File: config.mk
export PLATFORM = sky130hd
export DESIGN_NAME = insertion_sort_engine
export DESIGN_NICKNAME = d
export VERILOG_FILES = /design/src/sv/ise_pkg.sv /design/src/sv/insertion_sort_engine.sv /design/src/sv/ise_cell.sv
export VERILOG_INCLUDE_DIRS = /design/src /design/src/sv
export SDC_FILE = /design/constraint.sdc
export NUM_CORES = 2
export LEC_CHECK = 0
export BUFFER_PORTS_ARGS = -buffer_cell sky130_fd_sc_hd__buf_2
export CAP_MARGIN = 20
export CORE_MARGIN = 2
export CORE_UTILIZATION = 30
export CTS_CLUSTER_SIZE = 16
export DETAILED_ROUTE_END_ITERATION = 12
export GPL_ROUTABILITY_DRIVEN = 1
export PLACE_DENSITY = 0.56
export SYNTH_ARGS = -nofsm -noshare
export SYNTH_HDL_FRONTEND = slang
export SYNTH_SLANG_ARGS = --single-unit
File: constraint.sdc
create_clock -name clock -period 9.1 [get_ports clock]
set_input_delay 0.91 -clock clock [delete_from_list [all_inputs] [get_ports clock]]
set_output_delay 0.91 -clock clock [all_outputs]
set_load 0.005 [all_outputs]
File: src/sv/insertion_sort_engine_macros.svh
// assertion macros for the insertion sort engine
// no dependencies; included by the top level
`ifndef INSERTION_SORT_ENGINE_MACROS_SVH
`define INSERTION_SORT_ENGINE_MACROS_SVH
`ifndef SYNTHESIS
`define ISE_ASSERT_IMPL(lbl, clk, rst, prop) \
   lbl: assert property (@(posedge clk) disable iff (rst) (prop)) \
      else $error("insertion sort engine assertion failed");
`define ISE_ASSERT_NEXT(lbl, clk, rst, ante, cons) \
   lbl: assert property (@(posedge clk) disable iff (rst) (ante) |=> (cons)) \
      else $error("insertion sort engine assertion failed");
`else
`define ISE_ASSERT_IMPL(lbl, clk, rst, prop)
`define ISE_ASSERT_NEXT(lbl, clk, rst, ante, cons)
`endif
`endif

File: src/sv/ise_pkg.sv
// shared types for the insertion sort engine
// no dependencies; used by ise_cell and insertion_sort_engine
package ise_pkg;

   // per-cycle command broadcast to every cell of the chain
   typedef struct packed {
      logic insert;   // place the broadcast value
      logic drain;    // shift one place towards cell 0
   } cell_ctrl_type;

endpackage

File: src/sv/insertion_sort_engine.sv
// top level of the insertion sort engine: chain of ise_cell instances plus drain control
// depends on ise_pkg, ise_cell and insertion_sort_engine_macros.svh
//
// streaming insertion sorter. each word presented with start high while busy is low is inserted
// into an ascending chain of DEPTH cells; every cell compares its value with the broadcast word
// at once and the larger values step one cell right, so equal values keep their arrival order.
// a word marked with req_last is inserted as well and then the set is read out: busy rises and
// the chain shifts towards cell 0 once a cycle, giving one result per cycle with rsp_strobe
// high, lowest value first. rsp_last_res marks the greatest value, after which busy falls and
// the next set may start at once. the receiver cannot stall: results must be taken in the cycle
// they appear. words that arrive when all DEPTH cells are full are discarded, and rsp_dropped
// is then high on every result of that set. storage is cleared by reset only through the
// valid bits.
`include "insertion_sort_engine_macros.svh"
module insertion_sort_engine import ise_pkg::*; #(
   parameter int DEPTH       = 32,
   parameter int VALUE_WIDTH = 16
) (
   input  logic                          clock,
   input  logic                          reset,
   input  logic                          start,
   output logic                          busy,
   input  logic signed [VALUE_WIDTH-1:0] req_value,
   input  logic                          req_last,
   output logic                          rsp_strobe,
   output logic signed [VALUE_WIDTH-1:0] rsp_value_res,
   output logic                          rsp_last_res,
   output logic                          rsp_dropped
);

   // chain taps
   logic signed [VALUE_WIDTH-1:0] value_w [DEPTH];
   logic [DEPTH-1:0]              valid_w;
   logic [DEPTH-1:0]              gt_w;

   logic          drain_ff, drain_in;       // read-out in progress
   logic          overflow_ff, overflow_in; // a word of this set was dropped
   logic          accept;
   logic          full;
   logic          drain_done;
   cell_ctrl_type ctrl;

   assign accept     = start && !busy;
   assign full       = valid_w[DEPTH-1];
   // the word in cell 0 is the last one when cell 1 is already empty
   assign drain_done = drain_ff && !valid_w[1];

   assign ctrl.insert = accept && !full;
   assign ctrl.drain  = drain_ff;

   // the cells
   for (genvar i = 0; i < DEPTH; i++) begin : g_cell
      logic signed [VALUE_WIDTH-1:0] left_value;
      logic                          left_valid;
      logic                          left_gt;
      logic signed [VALUE_WIDTH-1:0] right_value;
      logic                          right_valid;

      if (i == 0) begin : g_head
         // the head sees an always-full, never-greater neighbour
         assign left_value = '0;
         assign left_valid = 1'b1;
         assign left_gt    = 1'b0;
      end else begin : g_body
         assign left_value = value_w[i-1];
         assign left_valid = valid_w[i-1];
         assign left_gt    = gt_w[i-1];
      end

      if (i == DEPTH - 1) begin : g_tail
         // nothing to the right: the tail empties while draining
         assign right_value = '0;
         assign right_valid = 1'b0;
      end else begin : g_inner
         assign right_value = value_w[i+1];
         assign right_valid = valid_w[i+1];
      end

      ise_cell #(
         .VALUE_WIDTH (VALUE_WIDTH)
      ) u_cell (
         .clock       (clock),
         .reset       (reset),
         .ctrl        (ctrl),
         .new_value   (req_value),
         .left_value  (left_value),
         .left_valid  (left_valid),
         .left_gt     (left_gt),
         .right_value (right_value),
         .right_valid (right_valid),
         .value       (value_w[i]),
         .valid       (valid_w[i]),
         .gt          (gt_w[i])
      );
   end

   // drain and overflow control
   always_comb begin
      drain_in    = drain_ff;
      overflow_in = overflow_ff;
      priority if (drain_done) begin
         // set is out: clear for the next one
         drain_in    = 1'b0;
         overflow_in = 1'b0;
      end else if (accept) begin
         if (full) begin
            overflow_in = 1'b1;
         end
         if (req_last) begin
            drain_in = 1'b1;
         end
      end else begin
         // idle or mid read-out: hold
         drain_in    = drain_ff;
         overflow_in = overflow_ff;
      end
   end

   always_ff @(posedge clock) begin
      if (reset) begin
         drain_ff    <= 1'b0;
         overflow_ff <= 1'b0;
      end else begin
         drain_ff    <= drain_in;
         overflow_ff <= overflow_in;
      end
   end

   // the result value comes straight off the head cell; strobe, last and dropped from the drain control
   assign busy          = drain_ff;
   assign rsp_strobe    = drain_ff;
   assign rsp_value_res = value_w[0];
   assign rsp_last_res  = drain_done;
   assign rsp_dropped   = overflow_ff;

   // checks
   `ISE_ASSERT_IMPL(a_strobe_has_data, clock, reset, !rsp_strobe || valid_w[0])
   `ISE_ASSERT_IMPL(a_valid_contiguous, clock, reset,
      ((({1'b0, valid_w}) + {{DEPTH{1'b0}}, 1'b1}) & {1'b0, valid_w}) == '0)
   `ISE_ASSERT_NEXT(a_idle_after_final, clock, reset, rsp_strobe && rsp_last_res, !busy && !rsp_dropped)
   `ISE_ASSERT_NEXT(a_plain_word_no_busy, clock, reset, accept && !req_last, !busy)

endmodule

File: src/sv/ise_cell.sv
// one cell of the insertion chain: holds one value and its valid bit
// depends on ise_pkg
module ise_cell import ise_pkg::*; #(
   parameter int VALUE_WIDTH = 16
) (
   input  logic                          clock,
   input  logic                          reset,
   input  cell_ctrl_type                 ctrl,
   input  logic signed [VALUE_WIDTH-1:0] new_value,
   input  logic signed [VALUE_WIDTH-1:0] left_value,
   input  logic                          left_valid,
   input  logic                          left_gt,
   input  logic signed [VALUE_WIDTH-1:0] right_value,
   input  logic                          right_valid,
   output logic signed [VALUE_WIDTH-1:0] value,
   output logic                          valid,
   output logic                          gt
);

   logic signed [VALUE_WIDTH-1:0] value_ff, value_in;
   logic                          valid_ff, valid_in;
   logic                          first_empty;

   assign gt          = valid_ff && (value_ff > new_value);
   assign first_empty = !valid_ff && left_valid;
   assign value       = value_ff;
   assign valid       = valid_ff;

   always_comb begin
      value_in = value_ff;
      valid_in = valid_ff;
      priority if (ctrl.drain) begin
         value_in = right_value;
         valid_in = right_valid;
      end else if (ctrl.insert && (gt || first_empty)) begin
         // larger values move right; the gap takes the new value
         value_in = left_gt ? left_value : new_value;
         valid_in = 1'b1;
      end else begin
         // hold
         value_in = value_ff;
         valid_in = valid_ff;
      end
   end

   always_ff @(posedge clock) begin
      value_ff <= value_in;
      if (reset) begin
         valid_ff <= 1'b0;
      end else begin
         valid_ff <= valid_in;
      end
   end

endmodule

== Word-level counts from Yosys, hierarchy flattened ==
Cells that the tools add are included.
Storage, ports and cells
  flip-flop bits (word level): 546
  latch bits: 0
  memory bits (writable): 0
  ROM bits: 0
  input bits: 20
  output and inout port bits: 20
  logic and storage cells: 451
  memories kept: 0
Operators by class
  add/subtract/negate cells: 0
  multiply operators: 0
  div/mod/pow operators: 0
  order comparisons: 32
  equal/unequal tests: 0
  shifts and indexed selects: 0
  mux-type cells: 155
  bitwise operators: 0
  reductions and logical operators: 198
Operator list (number)
  2-to-1 mux 16 bit: 93
  > comparator 16 bit: 32
  logical AND 1 bit: 98
  2-to-1 mux 1 bit: 62
  nonzero test 2 bit: 31
  logical NOT 1 bit: 33
  logical OR 1 bit: 32
  AND reduction 2 bit: 2
  OR reduction 2 bit: 2

== Depth between registers and ports, before layout ==
  word-level depth: 6
  depth in mapped cells: 12
  gate-level depth less buffers: 8

== Hierarchy ==
Synthesis repeated with hierarchy kept, for this count alone.
Second synthesis, totals
  cells, all modules: 4451
  area, all modules: 41686.2 um^2
By module, submodules not included
  ise_cell at g_cell[0].u_cell ...: times used 25, cells an instance 139, area an instance 1300.0 um^2, sequential area each 500.5 um^2
  ise_cell at g_cell[4].u_cell ...: times used 6, cells an instance 137, area an instance 1295.0 um^2, sequential area each 500.5 um^2
  ise_cell at g_cell[17].u_cell: times used 1, cells an instance 140, area an instance 1307.5 um^2, sequential area each 500.5 um^2
  insertion_sort_engine: times used 1, cells an instance 14, area an instance 108.9 um^2, sequential area each 40.0 um^2

== Worst setup path after synthesis ==
Ideal clock, no wire load.
  kind: input port to flip-flop
  from: input port req_value[15]
  to: register g_cell[17].u_cell.value_ff[0], enable pin
  setup time: 411 ps
  arrival time: 4395 ps
  required time: 8689 ps
  slack: 4294 ps
  cell stages on the path: 10
  path buffers: 2
  cells stage by stage: inv_1 > ha_1 > nand4_1 > or2_1 > o221ai_1 > o31a_1 > clkbuf_1 > clkbuf_1 > a2bb2oi_1 > o21ai_0
Between the ends
  longest elaborated chain between the ends: 5
RTL lines
  start: declaration: line insertion_sort_engine.sv:23  | input logic signed [VALUE_WIDTH-1:0] req_value,
  > comparator 16 bit: line ise_cell.sv:24  | assign gt = valid_ff && (value_ff > new_value);
  logical AND 1 bit: line ise_cell.sv:24
  logical OR 1 bit: line ise_cell.sv:35  | end else if (ctrl.insert && (gt || first_empty)) begin
  logical AND 1 bit: line ise_cell.sv:35
  nonzero test 2 bit (no source line)
  end signal: assignment: line ise_cell.sv:47  | value_ff <= value_in;
  end: declaration: line ise_cell.sv:20  | logic signed [VALUE_WIDTH-1:0] value_ff, value_in;
No other way between the ends.
A chain may end at the register's enable or synchronous reset.

== Worst setup path after layout ==
  from: input port req_value[7]
  to: register g_cell[24].u_cell.value_ff[5], enable pin
Between the ends
  longest elaborated chain between the ends: 5
RTL lines (line)
  > comparator 16 bit: ise_cell.sv:24
  logical AND 1 bit: ise_cell.sv:24
  logical OR 1 bit: ise_cell.sv:35
  logical AND 1 bit: ise_cell.sv:35
  nonzero test 2 bit (no source line)
  end signal: assignment: ise_cell.sv:47
  end: declaration: ise_cell.sv:20
No other way between the ends.

==> flow_summary.html <==
<table>
<tr><th>Metric</th><th>Value</th></tr>
<tr><th colspan="2">Outcome</th></tr>
<tr><td>Result of the run</td><td>finished clean</td></tr>
<tr><th colspan="2">Drt</th></tr>
<tr><td>Total Routed Length</td><td>170 mm</td></tr>
<tr><td>Routed wire length per instance</td><td>29.2 µm</td></tr>
<tr><td>ANT nets after route</td><td>0</td></tr>
<tr><td>Residual DRC count</td><td>0</td></tr>
<tr><td>Total iterations of the first detailed-routing run</td><td>6</td></tr>
<tr><td>Mean number of vias per cell</td><td>6.42</td></tr>
<tr><td>Number of DRC violations after detailed-routing iteration 0</td><td>4,894</td></tr>
<tr><td>Vias</td><td>37,400</td></tr>
<tr><th colspan="2">Die</th></tr>
<tr><td>Die height</td><td>373 µm</td></tr>
<tr><td>Die Outline Area</td><td>0.139 mm²</td></tr>
<tr><td>Number of top-level pins</td><td>40</td></tr>
<tr><td>Standard-cell row count</td><td>135</td></tr>
<tr><td>Initial Util</td><td>30.2%</td></tr>
<tr><td>Die extent in x</td><td>373 µm</td></tr>
<tr><td>Core Box Area</td><td>0.135 mm²</td></tr>
<tr><th colspan="2">CTS</th></tr>
<tr><td>Number of sinks on the clock net</td><td>546</td></tr>
<tr><td>Number of buffers created by CTS</td><td>70</td></tr>
<tr><td>Post-CTS repair timing setup buffer count</td><td>0</td></tr>
<tr><td>TritonCTS clock tree</td><td>yes</td></tr>
<tr><td>Clk Tree Root Cell</td><td>clkbuf_16</td></tr>
<tr><td>Hold bufs inserted after CTS</td><td>0</td></tr>
<tr><td>Clock-pin slew on the worst setup and hold paths</td><td>60 ps</td></tr>
<tr><td>Bufs on Longest Clock Path</td><td>3</td></tr>
<tr><td>Resized Gates After CTS</td><td>0</td></tr>
<tr><td>Later-pin clock latency in the skew report</td><td>640 ps</td></tr>
<tr><td>H-tree levels</td><td>3</td></tr>
<tr><th colspan="2">Power</th></tr>
<tr><td>Switching power</td><td>0.00240 W</td></tr>
<tr><td>Sw frac</td><td>31.2%</td></tr>
<tr><td>Proportion of power drawn by flip-flops and latches</td><td>41.5%</td></tr>
<tr><td>Max rail drop VDD</td><td>136 µV</td></tr>
<tr><td>Power density over the cells</td><td>170 mW/mm²</td></tr>
<tr><td>Portion of total power attributed to the clock network</td><td>38.2%</td></tr>
<tr><td>Lkg Pwr</td><td>17.8 nW</td></tr>
<tr><td>Internal portion of total power</td><td>0.00531 W</td></tr>
<tr><td>Relative contribution of combinational cells to total power</td><td>20.3%</td></tr>
<tr><td>Total power consumption of the routed design</td><td>0.00771 W</td></tr>
<tr><th colspan="2">Setup path</th></tr>
<tr><td>Cell at the slowest stage of the critical path</td><td>or4_1</td></tr>
<tr><td>Worst stage delay on the critical path</td><td>850 ps</td></tr>
<tr><td>R2R Setup Slk</td><td>4970 ps</td></tr>
<tr><td>Endpoint arrival time on the critical path</td><td>4890 ps</td></tr>
<tr><td>CP Launch Type</td><td>input port</td></tr>
<tr><td>Series of cell instances along the critical path</td><td>buf_2, inv_2, buf_4, ha_1, a21oi_1, o21a_1, o21bai_1, or4_1, and3_1, o21ai_2</td></tr>
<tr><td>Start-to-end type of the worst setup path</td><td>input port to flop</td></tr>
<tr><td>Type of destination of the critical path</td><td>flop</td></tr>
<tr><td>Buffers &amp; Inverters on Critical Path</td><td>3</td></tr>
<tr><td>Worst Path Max Fanout</td><td>18</td></tr>
<tr><td>Endpoint required time on the critical path</td><td>9340 ps</td></tr>
<tr><td>Cell family contributing the most delay on the critical path</td><td>buffers and inverters</td></tr>
<tr><th colspan="2">Cells and area</th></tr>
<tr><td>Layout-stage area growth over the synthesis result</td><td>11.2%</td></tr>
<tr><td>Combined area of the multi-input logic cells</td><td>0.0234 mm²</td></tr>
<tr><td>Layout cell share with drive strength beyond 1</td><td>8.07%</td></tr>
<tr><td>FF/Latch Area</td><td>0.0159 mm²</td></tr>
<tr><td>Final Net Count</td><td>4,498</td></tr>
<tr><td>Final Util</td><td>33.6%</td></tr>
<tr><td>Number of fill cells</td><td>13,700</td></tr>
<tr><th colspan="2">STA</th></tr>
<tr><td>Worst-margin pin slew</td><td>1190 ps</td></tr>
<tr><td>Aggregate negative setup slack</td><td>0 ps</td></tr>
<tr><td>Final min period</td><td>4650 ps</td></tr>
<tr><td>Timing-limited maximum frequency</td><td>215 MHz</td></tr>
<tr><td>Number of pins exceeding their max-slew limit in the final report</td><td>0</td></tr>
<tr><td>Final cycle utilization of the critical path</td><td>51.1%</td></tr>
<tr><td>Final setup violation count</td><td>0</td></tr>
<tr><td>Setup repair after global routing missed its margin</td><td>false</td></tr>
<tr><td>Worst hold margin</td><td>506 ps</td></tr>
<tr><td>Final setup skew</td><td>30.0 ps</td></tr>
<tr><td>Final-report hold violation count</td><td>0</td></tr>
<tr><td>Max-Slew Margin vs Limit</td><td>20.6%</td></tr>
<tr><th colspan="2">GRT</th></tr>
<tr><td>Global-route wire length before repair</td><td>246 mm</td></tr>
<tr><td>Overall global routing resource usage</td><td>23.5%</td></tr>
<tr><td>Pin count of the biggest net entering global routing</td><td>183</td></tr>
<tr><td>Gr ovfl total</td><td>0</td></tr>
<tr><td>Via count of the first global-routing pass</td><td>35,200</td></tr>
<tr><td>Number of antenna violations at the first check in global routing</td><td>7</td></tr>
<tr><th colspan="2">Placement</th></tr>
<tr><td>HPWL after DPL</td><td>112 mm</td></tr>
<tr><td>Buffers added on ports</td><td>39</td></tr>
<tr><td>Routability-driven placement congestion ratio</td><td>0.903</td></tr>
<tr><th colspan="2">Flow run</th></tr>
<tr><td>Max-capacitance violation count</td><td>0</td></tr>
<tr><th colspan="2">Logic synthesis</th></tr>
<tr><td>Number of nets in the synthesized netlist</td><td>4,637</td></tr>
<tr><td>Async set-reset flop share out of synthesis</td><td>0%</td></tr>
<tr><td>Mean cell area of the mapped netlist</td><td>9.90 µm²</td></tr>
<tr><td>Number of enable-type register cells in the synthesized netlist</td><td>496</td></tr>
<tr><td>Cell area after technology mapping</td><td>0.0408 mm²</td></tr>
<tr><td>Instance count of the mapped netlist</td><td>4,121</td></tr>
<tr><td>Main flop type after synthesis</td><td>edfxtp_1</td></tr>
<tr><td>Total of flip-flops plus latches after synthesis</td><td>546</td></tr>
<tr><td>Synth warn</td><td>0</td></tr>
<tr><td>Share of the yosys chip area belonging to registers</td><td>39.0%</td></tr>
<tr><td>Number of distinct standard cells referenced by the synthesized netlist</td><td>69</td></tr>
<tr><th colspan="2">Min path</th></tr>
<tr><td>Type of the worst min-delay path</td><td>flop to flop</td></tr>
</table>
[cells by family (layout without fill, tap and decap cells)]
| group | after synthesis | count (layout) | synth area share [%] |
|---|---|---|---|
| AOI/OAI and AO/OA | 1522 | 1522 | 27.2 |
| and+or+nand+nor | 1108 | 1108 | 14.3 |
| xor gates and xnor gates | 1 | 1 | 0.0215 |
| adders and majority gates | 496 | 496 | 15.2 |
| buffers and inverters | 448 | 367 | 4.28 |
| other | 0 | 2 | 0 |
| DFF | 546 | 546 | 39.0 |
[placed cells by master (no fill, tap or decap), drive strengths merged, types with 12 or more instances in the layout]
cell	instances
a211o	60
a211oi	27
and4	17
o211ai	50
nor2b	181
or3	12
o211a	34
o21a	26
a22oi	39
nand2b	31
a221o	347
a21oi	398
dfxtp	50
clkinv	20
and3	68
nor4b	15
o21bai	16
o21ai	138
edfxtp	496
nor3	36
nor3b	30
a2bb2oi	16
a31oi	186
inv	90
a41o	13
ha	496
nor2	86
o31ai	13
and2	12
nand4	135
buf	150
nand3	123
nand2	333
clkbuf	99
or4	18
a21o	49
o221ai	26
[per-layer routing]
metal  global-route usage [%]  share of wire [%]  up-vias
li1                         -                  -    16300
met2                     35.0                 42     2239
met4                     11.4                5.0        0
met5                        0                  0        -
met3                     4.46                 11      434
met1                     32.7                 42    18400
[path summary, 6_finish.rpt]
| kind | depth (start not counted) | startpoint | end |
|---|---|---|---|
| min | 2 | g_cell[31].u_cell.valid | rsp_dropped |
| max reg2reg | 6 | busy | g_cell[8].u_cell.value[13] |
| max | 10 | req_value[7] | g_cell[24].u_cell.value[5] |
| min reg2reg | 2 | g_cell[31].u_cell.valid | rsp_dropped |
[power groups by stage]
stage | clock network (W) | logic [W] | registers, W
final | 0.00294 | 0.00157 | 0.00320
after global routing | 0.00305 | 0.00170 | 0.00321
after CTS | 0.00296 | 0.00152 | 0.00319
after detailed placement | 0 | 0.00152 | 0.00324
after global placement | 0 | 0.00147 | 0.00325
after floorplan | 0 | 0.00103 | 0.00312
[Yosys cell counts, types with 34 or more instances]
library cell	instances	area, µm²
nor2_1	86	323
a31oi_1	185	1160
nor3_1	36	180
a211o_1	60	526
ha_1	496	6210
a21o_1	49	368
o21ai_0	130	651
clkbuf_1	316	1190
nand2_1	333	1250
nor2b_1	181	1130
dfxtp_1	50	1000
inv_1	86	323
nand4_1	135	845
a21oi_1	397	1990
nand3_1	123	616
o211a_1	34	340
o211ai_1	50	375
a221o_1	347	3470
edfxtp_1	496	14900
a22oi_1	39	293
and3_1	68	425
[layout make-up]
cell class	count	area share [%]
Clock buffer	99	4.47
Timing Repair Buffer	150	2.55
Clock inverter	31	0.750
Multi-Input combinational cell	3127	51.5
Antenna cell	2	0.0110
Inverter	87	0.736
Sequential cell	546	35.0
Tap cell	1781	4.91
[registers in the layout (all words and copies together), names as in the netlist]
signal	count
g_cell.u_cell.value	512
g_cell.u_cell.valid	32
busy	1
rsp_dropped	1
[tightest hold or removal path, delay by kind of cell, from the launching register on]
| family | cells | cell delay, ps |
|---|---|---|
| flops | 1 | 320 |
| compound gates | 1 | 60 |
| simple gates | 1 | 70 |
[through the flow]
step | std cells | setup slack, ps | instance area [µm²]
floorplan | 4121 | 4290 | 40800
CTS | 5813 | 4560 | 45200
global placement | 5680 | 3960 | 42800
finish | 5823 | 4450 | 45400
global route | 5821 | 4350 | 45400
detailed placement | 5683 | 3900 | 42900
Note: power is estimated with default switching activity, not from simulation.
